$ cat config.mk
export PLATFORM = sky130hd
export DESIGN_NAME = cbgd_back
export DESIGN_NICKNAME = d
export VERILOG_FILES = /design/src/rtl/cbgd_pkg.sv /design/src/rtl/cbgd_back.sv
export SDC_FILE = /design/constraint.sdc
export NUM_CORES = 2
export LEC_CHECK = 0
export ABC_AREA = 1
export BUFFER_PORTS_ARGS = -buffer_cell sky130_fd_sc_hd__buf_2
export CAP_MARGIN = 20
export CORE_MARGIN = 5
export CORE_UTILIZATION = 50
export DETAILED_ROUTE_END_ITERATION = 7
export PLACE_DENSITY_LB_ADDON = 0.3
export REMOVE_ABC_BUFFERS = 1
export SKIP_CTS_REPAIR_TIMING = 1
export SLEW_MARGIN = 25
export SYNTH_ARGS = -nofsm -noshare
export SYNTH_HDL_FRONTEND = slang
export SYNTH_SLANG_ARGS = --single-unit
$ cat constraint.sdc
create_clock -name clk -period 13.4 [get_ports clk]
set_clock_uncertainty 0.2 [all_clocks]
set_input_delay 1.34 -clock clk [delete_from_list [all_inputs] [get_ports clk]]
set_output_delay 1.34 -clock clk [all_outputs]
set_load 0.05 [all_outputs]
$ cat src/rtl/cbgd_pkg.sv
`timescale 1ns / 1ps
// ----------------------------------------------------------------------------
// cbgd_pkg
// Shared types, codes and denomination helpers for the coin bank dispenser.
// ----------------------------------------------------------------------------
package cbgd_pkg;

  localparam int COUNT_WIDTH_DEF = 16;
  localparam int QUEUE_DEPTH_DEF = 4;

  localparam int NUM_DEN   = 5;
  localparam int AMT_W     = 24;
  localparam int COIN_W    = 8;
  localparam int TAKE_W    = 16;
  localparam int STATUS_W  = 3;
  localparam int DEN_VAL_W = 7;

  typedef logic [2:0] den_idx_t;

  // denomination order, largest first
  localparam den_idx_t DEN_100 = 3'd0;
  localparam den_idx_t DEN_50  = 3'd1;
  localparam den_idx_t DEN_25  = 3'd2;
  localparam den_idx_t DEN_10  = 3'd3;
  localparam den_idx_t DEN_5   = 3'd4;

  typedef logic [STATUS_W-1:0] status_t;

  localparam status_t ST_DEPOSITED  = 3'd0;
  localparam status_t ST_UNKNOWN    = 3'd1;
  localparam status_t ST_FULL       = 3'd2;
  localparam status_t ST_WITHDRAWN  = 3'd3;
  localparam status_t ST_NO_BALANCE = 3'd4;
  localparam status_t ST_NO_COINS   = 3'd5;

  typedef enum logic [1:0] {
    OP_DEPOSIT  = 2'd0,
    OP_UNKNOWN  = 2'd1,
    OP_WITHDRAW = 2'd2
  } op_t;

  typedef struct packed {
    op_t              op;
    den_idx_t         coin_idx;
    logic [AMT_W-1:0] amount;
  } entry_t;

  // floor(x/5) and floor(x/25) by reciprocal, exact for any 24-bit x
  localparam logic [24:0] RECIP_5   = 25'd13421773;
  localparam int          SHIFT_5   = 26;
  localparam logic [24:0] RECIP_25  = 25'd21474837;
  localparam int          SHIFT_25  = 29;

  function automatic logic [DEN_VAL_W-1:0] den_value(input den_idx_t k);
    logic [DEN_VAL_W-1:0] v;
    case (k)
      DEN_100: v = 7'd100;
      DEN_50:  v = 7'd50;
      DEN_25:  v = 7'd25;
      DEN_10:  v = 7'd10;
      DEN_5:   v = 7'd5;
      default: v = 7'd5;
    endcase
    return v;
  endfunction

  function automatic logic [AMT_W-1:0] div_den(input logic [AMT_W-1:0] x,
                                               input den_idx_t k);
    logic [AMT_W-1:0] opnd;
    logic [24:0]      recip;
    logic [48:0]      prod;
    logic [AMT_W-1:0] q;
    case (k)
      DEN_100: begin
        opnd  = x >> 2;
        recip = RECIP_25;
      end
      DEN_50: begin
        opnd  = x >> 1;
        recip = RECIP_25;
      end
      DEN_25: begin
        opnd  = x;
        recip = RECIP_25;
      end
      DEN_10: begin
        opnd  = x >> 1;
        recip = RECIP_5;
      end
      default: begin
        opnd  = x;
        recip = RECIP_5;
      end
    endcase
    prod = 49'(opnd) * 49'(recip);
    if (k == DEN_100 || k == DEN_50 || k == DEN_25) begin
      q = AMT_W'(prod >> SHIFT_25);
    end else begin
      q = AMT_W'(prod >> SHIFT_5);
    end
    return q;
  endfunction

  function automatic logic [AMT_W-1:0] mul_den(input logic [AMT_W-1:0] n,
                                               input den_idx_t k);
    logic [AMT_W+DEN_VAL_W-1:0] p;
    p = (AMT_W+DEN_VAL_W)'(n) * (AMT_W+DEN_VAL_W)'(den_value(k));
    return p[AMT_W-1:0];
  endfunction

endpackage

$ cat src/rtl/cbgd_back.sv
`timescale 1ns / 1ps
// ----------------------------------------------------------------------------
// cbgd_back
// Executor: holds the coin counters and balance, runs deposits in one step
// and withdrawals as a greedy walk over the denominations.
// ----------------------------------------------------------------------------
module cbgd_back #(
  parameter int COUNT_WIDTH = cbgd_pkg::COUNT_WIDTH_DEF
) (
  input  logic                          clk,
  input  logic                          rst_n,
  input  logic                          q_empty,
  input  cbgd_pkg::entry_t              q_data,
  output logic                          pop,
  output logic                          out_valid,
  input  logic                          out_stall,
  output logic [cbgd_pkg::STATUS_W-1:0] out_status,
  output logic [cbgd_pkg::TAKE_W-1:0]   out_100,
  output logic [cbgd_pkg::TAKE_W-1:0]   out_50,
  output logic [cbgd_pkg::TAKE_W-1:0]   out_25,
  output logic [cbgd_pkg::TAKE_W-1:0]   out_10,
  output logic [cbgd_pkg::TAKE_W-1:0]   out_5,
  output logic [cbgd_pkg::AMT_W-1:0]    out_balance_cents
);
  import cbgd_pkg::*;

  localparam int BAL_W = (COUNT_WIDTH + 8 > AMT_W) ? COUNT_WIDTH + 8 : AMT_W;

  typedef enum logic [3:0] {
    S_IDLE = 4'b0001,
    S_DIV  = 4'b0010,
    S_SUB  = 4'b0100,
    S_FIN  = 4'b1000
  } state_t;

  state_t                 state_r, state_nxt;
  logic [COUNT_WIDTH-1:0] cnt_r [NUM_DEN];
  logic [COUNT_WIDTH-1:0] cnt_nxt [NUM_DEN];
  logic [BAL_W-1:0]       bal_r, bal_nxt;
  den_idx_t               k_r, k_nxt;
  logic [AMT_W-1:0]       rem_r, rem_nxt;
  logic [AMT_W-1:0]       amt_r;
  logic [AMT_W-1:0]       q_r;
  logic [AMT_W-1:0]       take_r [NUM_DEN];

  logic                   ov_r, ov_nxt;
  status_t                st_r, st_nxt;
  logic [TAKE_W-1:0]      ot_r [NUM_DEN];
  logic [TAKE_W-1:0]      ot_nxt [NUM_DEN];
  logic [AMT_W-1:0]       ob_r, ob_nxt;

  logic                   out_ready;
  den_idx_t               rd_idx;
  logic [COUNT_WIDTH-1:0] have;
  logic [AMT_W-1:0]       have_w;
  logic [AMT_W-1:0]       n_sel;
  logic                   latch_wd;

  assign out_ready = !ov_r || !out_stall;
  assign rd_idx    = (state_r == S_IDLE) ? q_data.coin_idx : k_r;
  assign have      = cnt_r[rd_idx];
  assign have_w    = AMT_W'(have);
  assign n_sel     = (q_r > have_w) ? have_w : q_r;

  always_comb begin
    state_nxt = state_r;
    k_nxt     = k_r;
    rem_nxt   = rem_r;
    bal_nxt   = bal_r;
    pop       = 1'b0;
    latch_wd  = 1'b0;
    ov_nxt    = ov_r && out_stall;
    st_nxt    = st_r;
    ob_nxt    = ob_r;
    for (int i = 0; i < NUM_DEN; i++) begin
      cnt_nxt[i] = cnt_r[i];
      ot_nxt[i]  = ot_r[i];
    end

    case (state_r)
      S_IDLE: begin
        if (!q_empty && out_ready) begin
          pop = 1'b1;
          case (q_data.op)
            OP_DEPOSIT: begin
              ov_nxt = 1'b1;
              for (int i = 0; i < NUM_DEN; i++) ot_nxt[i] = '0;
              if (have == {COUNT_WIDTH{1'b1}}) begin
                st_nxt = ST_FULL;
              end else begin
                st_nxt                  = ST_DEPOSITED;
                cnt_nxt[q_data.coin_idx] = have + 1'b1;
                bal_nxt = bal_r + BAL_W'(den_value(q_data.coin_idx));
              end
              ob_nxt = bal_nxt[AMT_W-1:0];
            end
            OP_WITHDRAW: begin
              if (bal_r < BAL_W'(q_data.amount)) begin
                ov_nxt = 1'b1;
                st_nxt = ST_NO_BALANCE;
                for (int i = 0; i < NUM_DEN; i++) ot_nxt[i] = '0;
                ob_nxt = bal_r[AMT_W-1:0];
              end else begin
                latch_wd  = 1'b1;
                rem_nxt   = q_data.amount;
                k_nxt     = DEN_100;
                state_nxt = S_DIV;
              end
            end
            default: begin
              ov_nxt = 1'b1;
              st_nxt = ST_UNKNOWN;
              for (int i = 0; i < NUM_DEN; i++) ot_nxt[i] = '0;
              ob_nxt = bal_r[AMT_W-1:0];
            end
          endcase
        end
      end
      S_DIV: begin
        state_nxt = S_SUB;
      end
      S_SUB: begin
        rem_nxt = rem_r - mul_den(n_sel, k_r);
        if (k_r == DEN_5) begin
          state_nxt = S_FIN;
        end else begin
          k_nxt     = k_r + 1'b1;
          state_nxt = S_DIV;
        end
      end
      S_FIN: begin
        if (out_ready) begin
          ov_nxt    = 1'b1;
          state_nxt = S_IDLE;
          if (rem_r == '0) begin
            st_nxt  = ST_WITHDRAWN;
            bal_nxt = bal_r - BAL_W'(amt_r);
            for (int i = 0; i < NUM_DEN; i++) begin
              cnt_nxt[i] = cnt_r[i] - COUNT_WIDTH'(take_r[i]);
              ot_nxt[i]  = take_r[i][TAKE_W-1:0];
            end
          end else begin
            st_nxt = ST_NO_COINS;
            for (int i = 0; i < NUM_DEN; i++) ot_nxt[i] = '0;
          end
          ob_nxt = bal_nxt[AMT_W-1:0];
        end
      end
      default: begin
        state_nxt = S_IDLE;
      end
    endcase
  end

  always_ff @(posedge clk) begin
    if (!rst_n) begin
      state_r <= S_IDLE;
      ov_r    <= 1'b0;
      bal_r   <= '0;
      k_r     <= DEN_100;
      for (int i = 0; i < NUM_DEN; i++) cnt_r[i] <= '0;
    end else begin
      state_r <= state_nxt;
      ov_r    <= ov_nxt;
      bal_r   <= bal_nxt;
      k_r     <= k_nxt;
      for (int i = 0; i < NUM_DEN; i++) cnt_r[i] <= cnt_nxt[i];
    end
  end

  always_ff @(posedge clk) begin
    rem_r <= rem_nxt;
    st_r  <= st_nxt;
    ob_r  <= ob_nxt;
    for (int i = 0; i < NUM_DEN; i++) ot_r[i] <= ot_nxt[i];
    if (latch_wd) begin
      amt_r <= q_data.amount;
    end
    if (state_r == S_DIV) begin
      q_r <= div_den(rem_r, k_r);
    end
    if (state_r == S_SUB) begin
      take_r[k_r] <= n_sel;
    end
  end

  assign out_valid         = ov_r;
  assign out_status        = st_r;
  assign out_100           = ot_r[DEN_100];
  assign out_50            = ot_r[DEN_50];
  assign out_25            = ot_r[DEN_25];
  assign out_10            = ot_r[DEN_10];
  assign out_5             = ot_r[DEN_5];
  assign out_balance_cents = ob_r;

endmodule

==> flow_metrics.tcl <==
set metrics [dict create \
    hold_path_class "register to register" \
    cp.required_ns 13.53 \
    synth_top_area_cell "fa_1" \
    synth-edff-count 258 \
    hold_viol_final 0 \
    postRouteAntennaNets 0 \
    critPathBufInv 6 \
    root_buffer "clkbuf_16" \
    rows 107 \
    yosys-top-cells-area "fa_1 (22%), edfxtp_1 (18%), ha_1 (12%), inv_1 (10%), nand2_1 (8.4%)" \
    status "finished, final reports clean" \
    grt_max_degree 89 \
    whs_ns 0.3530 \
    avgSynthCellArea_um2 7.978 \
    met1_usage_pct 38.99 \
    critPathTopFamily "simple AND/OR/NAND/NOR gates" \
    numCtsBuffers 45 \
    yosysUniqueCellTypes 57 \
    htreeDepth 2 \
    avgViaCountPerCell 5.423 \
    synth_top_area_share_pct 21.88 \
    fp.dieH_um 301.7 \
    grt_setup_unrepaired "no" \
    place.detailed.hpwl_um 111600 \
    ys_seq_elements 370 \
    cts_tree "built" \
    antenna_found_initial 3 \
    cp_common_cell "nand2_1" \
    path_class "input pin to register" \
    cts_sinks 370 \
    use_met3_pct 3.383 \
    finalCritPeriodShare_pct 75.06 \
    start_util_pct 50.19 \
    grt_overflow_total 0 \
    tightest_slew_ns 1.168 \
    ys_warn_count 0 \
    vias 36202 \
    fmax_mhz 99.43 \
    synth-seq-area-share_pct 23.48 \
    cts.clk_slew.worst_paths_ns 0.06 \
    slowest_stage "inv_1" \
    syn_inst 5332 \
    drv_slew 0 \
    drv_cap 0 \
    core_um2 84750 \
    clockBufferDepth 3 \
    drt-total-wl_um 137000 \
    wl_per_cell_um 20.52 \
    die_area_um2 91010 \
    dr.pass1.iters 8 \
    worst_setup_path_start_kind "input pin" \
    slowest_delay_ns 0.76 \
    grt_first_pass_wirelength_um 209100 \
    die_w_um 301.7 \
    final_cell_mix "inv_1 (1147), nand2_1 (950), nor2_1 (579), fa_1 (465), ha_1 (423)" \
    io_pins 142 \
    cp_max_fo 27 \
    grt_usage_pct 30.01 \
    mostFrequentLayoutCell "inv_1" \
    drtIter0Drc 3287 \
    numPortBuffers 141 \
    drive_above_1_share_pct 5.551 \
    clk_latency_ns 0.61 \
    syn2layout_area_growth_pct 8.539 \
    period_minus_slack_ns 10.06 \
    nNetsFinal 6415 \
    crit_path_end_kind "register" \
    grt_pass1_vias 36196 \
    synth_area_um2 42540 \
    setup_viol 0 \
    synthFlopType "edfxtp_1" \
    slew_headroom_pct 21.88 \
    globalRouteMet2Util_pct 49.88 \
    tns_ns 0 \
    globalplace.congestion 0.9873 \
    drc 0 \
    ys_async_sr_fraction_pct 0 \
    crit_arrival_ns 10.19 \
    busiest_layer "met2" \
]
[kinds of logic after synthesis]
family	Yosys count	share of synthesized area (%)
AO/OA/AOI/OAI	805	10.42
buffers and inverters	1278	11.63
flip-flops	370	23.48
adder cells (fa/ha/maj)	888	34.33
other	2	0.01766
AND/OR/NAND/NOR	1910	18.49
XOR/XNOR	79	1.627
[per-layer routing]
layer | vias up | routed length (µm)
li1 | 17112 | -
met1 | 17308 | 54950
met2 | 1442 | 63750
met3 | 340 | 9803
met4 | 0 | 8472
met5 | - | 0
[path summary, 6_finish.rpt]
check / start / end / slack (ns) / depth (start not counted)
max: q_data[24] / rem_r[19] / 3.34 / 35
max reg2reg: k_r[2] / q_r[11] / 3.65 / 31
min reg2reg: cnt_r[4][0] / cnt_r[4][0] / 0.35 / 4
min: cnt_r[4][0] / cnt_r[4][0] / 0.35 / 4
[registers in the layout, summed over array words and instances (netlist names)]
name	count
q_r	23
out_balance_cents	24
rem_r	24
ot_r	80
bal_r	24
out_valid	1
take_r	80
k_r	3
amt_r	24
cnt_r	80
state_r	4
out_status	3
[final cells by class]
class,instances,area (µm²)
timing repair buffer,171,933.4
tap,1144,1431
sequential,370,9990
inverter,1157,4345
fill,8156,38580
clock buffer,60,1284
antenna,1,2.502
clock inverter,24,264.0
multi-input combinational,3749,27920
[synth_stat cells (all sizes together), types with 15 or more instances]
master / count
a21oi: 299
buf: 44
clkbuf: 77
dfxtp: 112
edfxtp: 258
fa: 465
ha: 423
inv: 1156
nand2: 961
nand3: 243
nand4: 31
nor2: 588
nor3: 47
o21ai: 335
o21bai: 35
o22ai: 50
or2: 15
xnor2: 30
xor2: 49
[worst min-delay path, stage by stage (launching register included)]
cell and delay, ns:
dfxtp_1 0.31, inv_1 0.07, nand2_1 0.05, nand2_1 0.05, nor2_1 0.03
[stage by stage]
step                      setup WS, ns  cells  cell area (µm²)  util (%)
after floorplan                  3.243   5276            42180         -
after global placement           3.098   6590            44590     52.62
after detailed placement         2.913   6590            44610     52.64
after CTS                        3.539   6674            46160     54.46
after global routing             2.834   6675            46170     54.48
final                            3.342   6676            46170     54.48
Power is not shown: default switching activity piles up to over one toggle a cycle in this logic, so the estimate is an artifact.
