$ cat src/rtl/cbgd_pkg.sv
`timescale 1ns / 1ps
// ----------------------------------------------------------------------------
// cbgd_pkg
// Shared types, codes and denomination helpers for the coin bank dispenser.
// ----------------------------------------------------------------------------
package cbgd_pkg;

  localparam int COUNT_WIDTH_DEF = 16;
  localparam int QUEUE_DEPTH_DEF = 4;

  localparam int NUM_DEN   = 5;
  localparam int AMT_W     = 24;
  localparam int COIN_W    = 8;
  localparam int TAKE_W    = 16;
  localparam int STATUS_W  = 3;
  localparam int DEN_VAL_W = 7;

  typedef logic [2:0] den_idx_t;

  // denomination order, largest first
  localparam den_idx_t DEN_100 = 3'd0;
  localparam den_idx_t DEN_50  = 3'd1;
  localparam den_idx_t DEN_25  = 3'd2;
  localparam den_idx_t DEN_10  = 3'd3;
  localparam den_idx_t DEN_5   = 3'd4;

  typedef logic [STATUS_W-1:0] status_t;

  localparam status_t ST_DEPOSITED  = 3'd0;
  localparam status_t ST_UNKNOWN    = 3'd1;
  localparam status_t ST_FULL       = 3'd2;
  localparam status_t ST_WITHDRAWN  = 3'd3;
  localparam status_t ST_NO_BALANCE = 3'd4;
  localparam status_t ST_NO_COINS   = 3'd5;

  typedef enum logic [1:0] {
    OP_DEPOSIT  = 2'd0,
    OP_UNKNOWN  = 2'd1,
    OP_WITHDRAW = 2'd2
  } op_t;

  typedef struct packed {
    op_t              op;
    den_idx_t         coin_idx;
    logic [AMT_W-1:0] amount;
  } entry_t;

  // floor(x/5) and floor(x/25) by reciprocal, exact for any 24-bit x
  localparam logic [24:0] RECIP_5   = 25'd13421773;
  localparam int          SHIFT_5   = 26;
  localparam logic [24:0] RECIP_25  = 25'd21474837;
  localparam int          SHIFT_25  = 29;

  function automatic logic [DEN_VAL_W-1:0] den_value(input den_idx_t k);
    logic [DEN_VAL_W-1:0] v;
    case (k)
      DEN_100: v = 7'd100;
      DEN_50:  v = 7'd50;
      DEN_25:  v = 7'd25;
      DEN_10:  v = 7'd10;
      DEN_5:   v = 7'd5;
      default: v = 7'd5;
    endcase
    return v;
  endfunction

  function automatic logic [AMT_W-1:0] div_den(input logic [AMT_W-1:0] x,
                                               input den_idx_t k);
    logic [AMT_W-1:0] opnd;
    logic [24:0]      recip;
    logic [48:0]      prod;
    logic [AMT_W-1:0] q;
    case (k)
      DEN_100: begin
        opnd  = x >> 2;
        recip = RECIP_25;
      end
      DEN_50: begin
        opnd  = x >> 1;
        recip = RECIP_25;
      end
      DEN_25: begin
        opnd  = x;
        recip = RECIP_25;
      end
      DEN_10: begin
        opnd  = x >> 1;
        recip = RECIP_5;
      end
      default: begin
        opnd  = x;
        recip = RECIP_5;
      end
    endcase
    prod = 49'(opnd) * 49'(recip);
    if (k == DEN_100 || k == DEN_50 || k == DEN_25) begin
      q = AMT_W'(prod >> SHIFT_25);
    end else begin
      q = AMT_W'(prod >> SHIFT_5);
    end
    return q;
  endfunction

  function automatic logic [AMT_W-1:0] mul_den(input logic [AMT_W-1:0] n,
                                               input den_idx_t k);
    logic [AMT_W+DEN_VAL_W-1:0] p;
    p = (AMT_W+DEN_VAL_W)'(n) * (AMT_W+DEN_VAL_W)'(den_value(k));
    return p[AMT_W-1:0];
  endfunction

endpackage

$ cat src/rtl/cbgd_queue.sv
`timescale 1ns / 1ps
// ----------------------------------------------------------------------------
// cbgd_queue
// Small queue of decoded items between the input stage and the executor.
// ----------------------------------------------------------------------------
module cbgd_queue #(
  parameter int DEPTH = cbgd_pkg::QUEUE_DEPTH_DEF
) (
  input  logic             clk,
  input  logic             rst_n,
  input  logic             push,
  input  cbgd_pkg::entry_t push_data,
  output logic             full,
  input  logic             pop,
  output cbgd_pkg::entry_t pop_data,
  output logic             empty
);
  import cbgd_pkg::*;

  localparam int AW = (DEPTH > 1) ? $clog2(DEPTH) : 1;
  localparam int CW = $clog2(DEPTH + 1);

  entry_t          mem_r [DEPTH];
  logic [AW-1:0]   wr_ptr_r, wr_ptr_nxt;
  logic [AW-1:0]   rd_ptr_r, rd_ptr_nxt;
  logic [CW-1:0]   cnt_r, cnt_nxt;
  logic            do_push, do_pop;

  assign full     = (cnt_r == CW'(DEPTH));
  assign empty    = (cnt_r == '0);
  assign do_push  = push && !full;
  assign do_pop   = pop && !empty;
  assign pop_data = mem_r[rd_ptr_r];

  always_comb begin
    wr_ptr_nxt = wr_ptr_r;
    rd_ptr_nxt = rd_ptr_r;
    cnt_nxt    = cnt_r;
    if (do_push) begin
      wr_ptr_nxt = (wr_ptr_r == AW'(DEPTH - 1)) ? '0 : wr_ptr_r + 1'b1;
    end
    if (do_pop) begin
      rd_ptr_nxt = (rd_ptr_r == AW'(DEPTH - 1)) ? '0 : rd_ptr_r + 1'b1;
    end
    if (do_push && !do_pop) begin
      cnt_nxt = cnt_r + 1'b1;
    end else if (do_pop && !do_push) begin
      cnt_nxt = cnt_r - 1'b1;
    end
  end

  always_ff @(posedge clk) begin
    if (!rst_n) begin
      wr_ptr_r <= '0;
      rd_ptr_r <= '0;
      cnt_r    <= '0;
    end else begin
      wr_ptr_r <= wr_ptr_nxt;
      rd_ptr_r <= rd_ptr_nxt;
      cnt_r    <= cnt_nxt;
    end
  end

  always_ff @(posedge clk) begin
    if (do_push) begin
      mem_r[wr_ptr_r] <= push_data;
    end
  end

endmodule

$ cat config.mk
export PLATFORM = sky130hd
export DESIGN_NAME = cbgd_queue
export DESIGN_NICKNAME = d
export VERILOG_FILES = /design/src/rtl/cbgd_pkg.sv /design/src/rtl/cbgd_queue.sv
export SDC_FILE = /design/constraint.sdc
export NUM_CORES = 1
export LEC_CHECK = 0
export ABC_AREA = 0
export BUFFER_PORTS_ARGS = -buffer_cell sky130_fd_sc_hd__buf_2
export CORE_UTILIZATION = 55
export CTS_CLUSTER_DIAMETER = 120
export DETAILED_ROUTE_END_ITERATION = 8
export PLACE_DENSITY = 0.77
export RECOVER_POWER = 100
export REMOVE_ABC_BUFFERS = 1
export SETUP_SLACK_MARGIN = 0.4
export SYNTH_ARGS = -nofsm -noshare
export SYNTH_HDL_FRONTEND = slang
export SYNTH_SLANG_ARGS = --single-unit
$ cat constraint.sdc
create_clock -name clk -period 2.42 [get_ports clk]
set_input_delay 0.121 -clock clk [delete_from_list [all_inputs] [get_ports clk]]
set_output_delay 0.121 -clock clk [all_outputs]
set_load 0.01 [all_outputs]
==> flow_summary.yaml, run 1 <==
run_status:
  outcome: "finished clean"
logic_synthesis:
  synthTopCellsByCount: "116 x edfxtp_1, 28 x mux4_2, 9 x dfxtp_1"
  ys_types: 26
  synth_xor_xnor_area_share_pct: 0.375
  yosysSeqAreaShare_pct: 78.4
  synthMuxAreaShare_pct: 14.7
  yosys.area_share.simple_pct: 2.30
  yosysMostFrequentCell: "edfxtp_1"
  synth-edff-count: 116
  yosysWarnings: 0
  ys_seq_elements: 125
  yosys-top-cells-area: "edfxtp_1 75%, mux4_2 13%, dfxtp_1 3.9%"
  yosys.area.top_type: "edfxtp_1"
  synth_compound_area_share_pct: 0.643
  synthCells: 202
  synthArstFlopShare_pct: 0
  yosys_most_used_dff: "edfxtp_1"
  synthAdderAreaFrac_pct: 2.03
  synthesis.area_sq_mm: 0.00467
  synth_top_family_by_area: "multiplexers"
  synth.avg_cell_area_sq_um: 23.1
  synth_top_area_share_pct: 74.5
timing:
  timing.final.ws_setup_ns: 0.328
  clock_skew_ns: 0.0100
  tns_ns: 0
  fin_crit_sh_pct: 86.5
  hold_violations: 0
  maxSlewHeadroom_pct: 71.2
  rsz0062_at_grt: "no"
  worstMarginPinSlew_ns: 0.431
  post-route-min-period_ns: 2.09
  slew_viol_final: 0
  setup_violations: 0
  fmax_ghz: 0.478
pwr:
  p_int_mw: 4.85
  leakagePower_nw: 1.98
  p_per_area_mw_per_mm2: 1080
  p_sw_share_pct: 25.1
  p_clk_share_pct: 36.5
  p_comb_share_pct: 21.0
  switchingPower_mw: 1.63
  p_seq_share_pct: 42.6
  ir_drop_mv: 0.559
drt:
  drc_errors: 0
  drt_wl_total_um: 8590
  routedWlPerCell_um: 19.7
  via_per_inst: 5.37
  firstDrtPassIters: 5
  antenna_left: 0
  via_count: 2337
  drtIter0Drc: 92
die:
  io_pins: 64
  fp.dieH_um: 94.2
  rows: 33
  start_util_pct: 56.9
  coreArea_sq_mm: 0.00822
  die_area_sq_mm: 0.00887
  die_width_um: 94.2
setup_path:
  critPathTopFamily: "adder cells"
  crit_chain: "o31ai_1 > ha_1 > inv_1 > fa_2 > xor2_1 > or3_1 > a21boi_0"
  critPathMaxFanout: 5
  cpPeakStageDelay_ns: 0.39
  start_kind: "flip-flop"
  path_buf_inv: 1
  end_kind: "flip-flop"
  slowest_stage: "o31ai_1"
  worstPathArrival_ns: 2.52
  worstPathRequired_ns: 2.85
  crit_type: "flip-flop to flip-flop"
clocking:
  htree_levels: 4
  cts_sinks: 125
  clockBufferDepth: 2
  cts_tree: "yes"
  cts_root_buffer: "clkbuf_8"
  clk_pin_slew_ns: 0.05
  numCtsBuffers: 17
  clock_latency_ns: 0.50
layout:
  num_antenna_cells: 0
  drive_gt1_share_pct: 22.7
  fillers: 509
  area_delta_synth_final_pct: 28.3
  final_net_count: 357
global_routing:
  grt_usage_pct: 20.6
  antenna_found_initial: 0
  grt_overflow: 0
  grt_max_degree: 30
  grt_pass1_wl_um: 12500
  grt_pass1_vias: 2462
placement:
  numPortBuffers: 63
  place.gp.congestion: 0.663
  dp_slack_ns: 0.265
  hpwl_um: 4550
worst_hold_path:
  hp-class: "primary input to flip-flop"
flow_run:
  maxCapViolations: 0
==> cell type report <==
type,count,area [sq um],area share [%]
well taps,105,131,2.19
repair buffers,104,687,11.5
multi-input cells,66,937,15.6
clock buffers,26,478,7.97
clock inverters,6,85.1,1.42
flip-flops and latches,125,3670,61.2
inverters,3,11.3,0.188
==> per-stage QoR <==
stage / hold WS [ns] / cell area [sq um] / total power, mW / util [%] / cells
after floorplan: 0.220 / 4610 / 3.59 / - / 194
after global placement: 0.336 / 5180 / 4.08 / 63.1 / 371
after detailed placement: 0.340 / 5180 / 4.12 / 63.1 / 371
after CTS: 0.0498 / 6050 / 6.54 / 73.7 / 433
after global routing: 0.211 / 6000 / 6.76 / 73.0 / 435
final: 0.183 / 6000 / 6.48 / 73.0 / 435
==> state kept, by name (all words and copies together) (netlist names), named ones only <==
signal and flops:
wr_ptr_r 2, mem_r 116, rd_ptr_r 2, cnt_r 3
==> what timing repair did <==
item,CTS,global route
resized for setup,2,8
hold buffers,30,0
endpoints found under the setup margin,22,2
gates cloned,0,1
buffers inserted,0,1
endpoints found under the hold margin,123,0
==> logic make-up (layout without fill, tap and decap cells) <==
kind of cell,count (synthesis),after routing
compound gates,5,5
xor+xnor,2,2
fa+ha+maj,7,7
buf+inv,11,139
flops,125,125
mux,32,32
simple gates,20,20
==> routing by layer <==
layer	global-route usage (%)	vias to the layer above	wire, um
met2	35.5	80	4760
li1	-	1068	-
met1	23.9	1180	3290
met5	0	-	0
met4	6.03	0	91
met3	7.69	9	441
==> power by group through the flow <==
stage               Clock, mW  Combinational (mW)  Sequential [mW]
finish                   2.36                1.36             2.76
global route             2.50                1.48             2.78
CTS                      2.39                1.39             2.76
detailed placement          0                1.33             2.79
global placement            0                1.31             2.77
floorplan                   0               0.741             2.85
==> final timing paths <==
kind | startpoint | end | slack [ns] | cells past startpoint
setup / recovery | cnt_r[1] | cnt_r[2] | 0.33 | 7
hold / removal | pop | flip-flop | 0.18 | 4
setup reg to reg | cnt_r[1] | cnt_r[2] | 0.33 | 7
hold reg to reg | wr_ptr_r[1] | wr_ptr_r[1] | 0.50 | 2
==> layout by cell type, fill, tap and decap left out, types with 3 or more instances in the layout <==
cell,n
clkbuf_1,65
dfxtp_1,6
buf_4,4
inv_1,3
clkbuf_8,4
dfxtp_2,3
buf_2,6
nand2_1,6
mux4_2,28
clkbuf_16,17
ha_1,6
edfxtp_1,116
o21ai_0,3
buf_12,4
and2_0,3
mux2i_1,3
dlygate4sd3_1,30
==> worst min-delay path, delay by kind of cell <==
| kind | cells | cell delay [ns] |
|---|---|---|
| buf+inv | 2 | 0.24 |
| compound gates | 2 | 0.29 |
No activity file was read; power rests on OpenSTA's default activity.
==> run 2, diff against run 1 <==
--- a/config.mk
+++ b/config.mk
@@ -7,10 +7,9 @@
 export LEC_CHECK = 0
 export ABC_AREA = 0
 export BUFFER_PORTS_ARGS = -buffer_cell sky130_fd_sc_hd__buf_2
-export CORE_UTILIZATION = 55
+export CORE_UTILIZATION = 40
 export CTS_CLUSTER_DIAMETER = 120
 export DETAILED_ROUTE_END_ITERATION = 8
-export PLACE_DENSITY = 0.77
 export RECOVER_POWER = 100
 export REMOVE_ABC_BUFFERS = 1
 export SETUP_SLACK_MARGIN = 0.4
==> constraint.sdc (replaced) <==
create_clock -name clk -period 1.85 [get_ports clk]
set_input_delay 0.0925 -clock clk [delete_from_list [all_inputs] [get_ports clk]]
set_output_delay 0.0925 -clock clk [all_outputs]
set_load 0.01 [all_outputs]
==> flow_summary.yaml, run 2 (synthesis gave the netlist of run 1 again) <==
setup_path:
  endpoint: "cnt_r[2]"
  worstPathRequired_ns: 2.18
  worstReg2RegEnd: "cnt_r[2]"
  reg2reg_from: "cnt_r[2]"
  crit_type: "flip-flop to flip-flop"
  reg2reg_depth: 8
  crit_chain: "nor3b_4 > nor2b_2 > ha_2 > inv_1 > fa_2 > xor2_1 > or3_1 > a21boi_1"
  cpPeakStageDelay_ns: 0.34
  start_kind: "flip-flop"
  slowest_stage: "dfxtp_2"
  startpoint: "cnt_r[2]"
  end_kind: "flip-flop"
  worstPathArrival_ns: 2.23
  critPathMaxFanout: 3
  regToRegSetupSlack_ns: -0.05
timing:
  tns_ns: -0.681
  slew_viol_final: 0
  fmax_ghz: 0.527
  rsz0062_at_grt: "yes"
  post-route-min-period_ns: 1.90
  clock_skew_ns: 0.0112
  timing.final.ws_setup_ns: -0.0489
  worstMarginPinSlew_ns: 0.340
  fin_crit_sh_pct: 103
  maxSlewHeadroom_pct: 77.3
  hold_violations: 0
  setup_violations: 24
layout:
  final_cell_area_sq_mm: 0.00661
  drive_gt1_share_pct: 38.7
  final_common_cell: "edfxtp_1"
  regMostFlops: "mem_r"
  fin_util_pct: 57.9
  fillers: 875
  num_antenna_cells: 0
  largest_register_ff_count: 116
  area_delta_synth_final_pct: 41.5
  final_net_count: 381
  reg_top3: "mem_r (116), cnt_r (3)"
  layout.cells.most_common_list: "116 x edfxtp_1, 36 x clkbuf_1, 30 x buf_6"
die:
  fp.dieH_um: 110
  start_util_pct: 40.9
  die_area_sq_mm: 0.0121
  rows: 39
  coreArea_sq_mm: 0.0114
  die_width_um: 110
  io_pins: 64
drt:
  drt_wl_total_um: 9410
  via_per_inst: 4.94
  drtIter0Drc: 150
  via_count: 2455
  routedWlPerCell_um: 18.9
  firstDrtPassIters: 4
  antenna_left: 0
  drc_errors: 0
clocking:
  clockBufferDepth: 2
  cts_sinks: 125
  numCtsBuffers: 17
  clock_latency_ns: 0.40
  cts_tree: "yes"
  htree_levels: 4
  cts_root_buffer: "clkbuf_16"
  clk_pin_slew_ns: 0.05
run_status:
  outcome: "finished, violations left"
  failed_checks: "negative setup slack"
pwr:
  ir_drop_mv: 0.747
  leakagePower_nw: 2.30
  fin_total_pwr_mw: 9.52
  p_per_area_mw_per_mm2: 1440
global_routing:
  grt_usage_pct: 16.8
  grt_pass1_wl_um: 13800
  grt_pass1_vias: 2547
  grt_max_degree: 27
  grt_overflow: 0
  antenna_found_initial: 0
placement:
  hpwl_um: 4890
  placed_cell_area_sq_mm: 0.00525
  numPortBuffers: 63
  place.gp.congestion: 0.663
worst_hold_path:
  holdPathStages: 2
  hp-class: "primary input to flip-flop"
flow_run:
  maxCapViolations: 0
run 2: changes by cell type in the layout (fill, tap and decap cells not counted), sizes merged:
cell         change
buf             +41
clkbuf          -23
and2             +7
bufbuf           +1
bufinv           -1
clkinv           +1
clkinvlp         -1
dlygate4sd3      -1
run 2: worst max-delay path: cells and delay by family (launching register included):
kind / cells / cell delay, ns
flip-flops: 1 / 0.34
XOR/XNOR: 1 / 0.17
buffers and inverters: 1 / 0.05
AO/OA/AOI/OAI: 1 / 0.12
AND/OR/NAND/NOR: 3 / 0.63
adder cells (fa/ha/maj): 2 / 0.53
run 2: power by group:
| part | internal (mW) | total, mW | switching, mW | leakage (nW) |
|---|---|---|---|---|
| combinational | 1.59 | 2.69 | 1.09 | 0.864 |
| clock | 2.15 | 3.23 | 1.08 | 0.294 |
| sequential | 3.46 | 3.60 | 0.141 | 1.14 |
run 2: final cells by class:
| cell class | instances | area, sq um | area share [%] |
|---|---|---|---|
| clock inverters | 5 | 52.6 | 0.795 |
| repair buffers | 121 | 1120 | 17.0 |
| flip-flops and latches | 125 | 3670 | 55.5 |
| clock buffers | 27 | 546 | 8.25 |
| multi-input cells | 73 | 1030 | 15.5 |
| inverters | 3 | 11.3 | 0.170 |
| well taps | 143 | 179 | 2.71 |
run 2: timing repair:
item	4_1_cts	5_1_grt
endpoints found under the hold margin	116	0
gates cloned	9	1
setup endpoints to repair	147	149
gates resized for setup	61	0
hold buffers	29	0
setup buffers	13	1
pin swaps	7	0
run 2: layer usage:
metal	up-vias	part of all wire (%)	global-route usage (%)
li1	1121	-	-
met1	1262	44	20.6
met2	62	51	27.4
met3	10	4.0	5.70
met4	0	1.2	6.39
met5	-	0	0
run 2: stage by stage:
stage	setup slack, ns	hold slack, ns	std cells
floorplan	-0.313	0.191	194
global placement	-0.121	0.308	412
detailed placement	-0.167	0.312	412
CTS	-0.00264	0.0266	495
global route	-0.170	0.0393	497
finish	-0.0489	0.0430	497
run 2: worst min-delay path by stage:
stage,start,end
2_1_floorplan,push_data[0],mem_r[0][0]
3_3_place_gp,push_data[23],mem_r[1][23]
3_5_place_dp,push_data[15],mem_r[1][15]
4_1_cts,rst_n,cnt_r[2]
5_1_grt,rst_n,cnt_r[1]
6_report,rst_n,cnt_r[2]
==> run 3, diff against run 2 <==
==> constraint.sdc (replaced) <==
create_clock -name clk -period 2.3 [get_ports clk]
set_input_delay 0.115 -clock clk [delete_from_list [all_inputs] [get_ports clk]]
set_output_delay 0.115 -clock clk [all_outputs]
set_load 0.01 [all_outputs]
==> flow_summary.yaml, run 3 (synthesis gave the netlist of run 1 again) <==
global_routing:
  grt_usage_pct: 14.7
  grt_pass1_wl_um: 12200
  grt_max_degree: 30
  grt_pass1_vias: 2387
  grt_overflow: 0
  antenna_found_initial: 0
timing:
  slew_viol_final: 0
  fmax_ghz: 0.487
  fin_crit_sh_pct: 89.3
  clock_skew_ns: 0.0113
  post-route-min-period_ns: 2.05
  setup_violations: 0
  finalHoldWorstSlack_ns: 0.0589
  worstMarginPinSlew_ns: 0.825
  rsz0062_at_grt: "yes"
  hold_violations: 0
  maxSlewHeadroom_pct: 45.0
  timing.final.ws_setup_ns: 0.247
  tns_ns: 0
drt:
  antenna_left: 0
  drt_wl_total_um: 8110
  drtIter0Drc: 88
  drc_errors: 2
  via_per_inst: 4.85
  firstDrtPassIters: 6
  routedWlPerCell_um: 17.1
  via_count: 2297
placement:
  place.gp.congestion: 0.675
  hpwl_um: 4700
  numPortBuffers: 63
  dp_slack_ns: 0.136
worst_hold_path:
  worstHoldStart: "rst_n"
  hp-class: "primary input to flip-flop"
  holdPathStages: 2
  worstHoldEndpoint: "cnt_r[2]"
clocking:
  cts_tree: "yes"
  numCtsBuffers: 17
  clockBufferDepth: 2
  cts_sinks: 125
  clock_latency_ns: 0.40
  cts_root_buffer: "clkbuf_16"
  htree_levels: 4
  clk_pin_slew_ns: 0.05
flow_run:
  maxCapViolations: 0
die:
  die_area_sq_mm: 0.0121
  die_width_um: 110
  io_pins: 64
  fp.dieH_um: 110
  start_util_pct: 40.9
  rows: 39
  coreArea_sq_mm: 0.0114
layout:
  area_delta_synth_final_pct: 29.3
  fillers: 959
  num_antenna_cells: 0
  reg_top3: "mem_r (116), cnt_r (3)"
  drive_gt1_share_pct: 25.7
  final_net_count: 358
  largest_register_ff_count: 116
  final_common_cell: "edfxtp_1"
  layout.cells.most_common_list: "116 x edfxtp_1, 62 x clkbuf_1, 29 x dlygate4sd3_1"
  regMostFlops: "mem_r"
pwr:
  fin_total_pwr_mw: 6.92
  ir_drop_mv: 0.708
  leakagePower_nw: 2.01
  p_per_area_mw_per_mm2: 1150
setup_path:
  end_kind: "flip-flop"
  crit_type: "flip-flop to flip-flop"
  worstPathArrival_ns: 2.07
  reg2reg_depth: 5
  start_kind: "flip-flop"
  critPathMaxFanout: 29
  reg2reg_from: "cnt_r[1]"
  worstReg2RegEnd: "mem_r[0][28]"
  regToRegSetupSlack_ns: 0.25
  worstPathRequired_ns: 2.32
run_status:
  failed_checks: "design-rule violations"
  outcome: "finished, violations left"
-- run 3: timing repair --
| action | 4_1_cts | 5_1_grt |
|---|---|---|
| pin swaps | 1 | 6 |
| setup endpoints to repair | 21 | 22 |
| hold buffers | 29 | 0 |
| gates resized for setup | 11 | 6 |
| buffers inserted | 1 | 2 |
| endpoints found under the hold margin | 116 | 0 |
-- run 3: worst max path at each step --
stage | start | to | slack, ns | depth (start not counted)
6_report | cnt_r[1] | mem_r[0][28] | 0.25 | 5
5_1_grt | cnt_r[1] | cnt_r[2] | 0.11 | 8
4_1_cts | cnt_r[2] | cnt_r[2] | 0.33 | 8
3_5_place_dp | cnt_r[0] | cnt_r[2] | 0.14 | 7
3_3_place_gp | cnt_r[0] | cnt_r[2] | 0.30 | 7
2_1_floorplan | flip-flop | pop_data[20] | 0.11 | 1
-- run 3: cell type report --
type                            instances  area [sq um]  area share (%)
Sequential cell                       125          3670            60.8
Multi-Input combinational cell         66           963            15.9
Tap cell                              143           179            2.96
Inverter                                3          11.3           0.186
Timing Repair Buffer                  105           622            10.3
Clock buffer                           24           482            7.97
Clock inverter                          8           114            1.88
-- run 3: power breakdown --
part,leakage [nW],internal (mW),switching [mW]
sequential,1.14,2.79,0.124
clock,0.295,1.78,0.856
combinational,0.571,0.662,0.713
total,2.01,5.23,1.69
-- run 3: layer usage --
metal,vias to the layer above,global-route usage [%],wire (um)
li1,1068,-,-
met1,1166,16.6,3460
met2,57,24.1,4140
met3,6,6.76,445
met4,0,6.58,58
met5,-,0,0
-- run 3: through the flow --
stage	instances	utilization [%]	cell area, sq um
after floorplan	194	-	4610
after global placement	410	45.9	5240
after detailed placement	410	45.9	5240
after CTS	472	54.0	6160
after global routing	474	52.9	6040
final	474	52.9	6040
-- run 3: critical path, stage by stage (launching register included) --
cell and delay [ns]:
dfxtp_1 0.46, nor3b_1 0.12, nor2b_2 0.14, buf_4 0.15, and2_2 0.13, buf_2 0.63
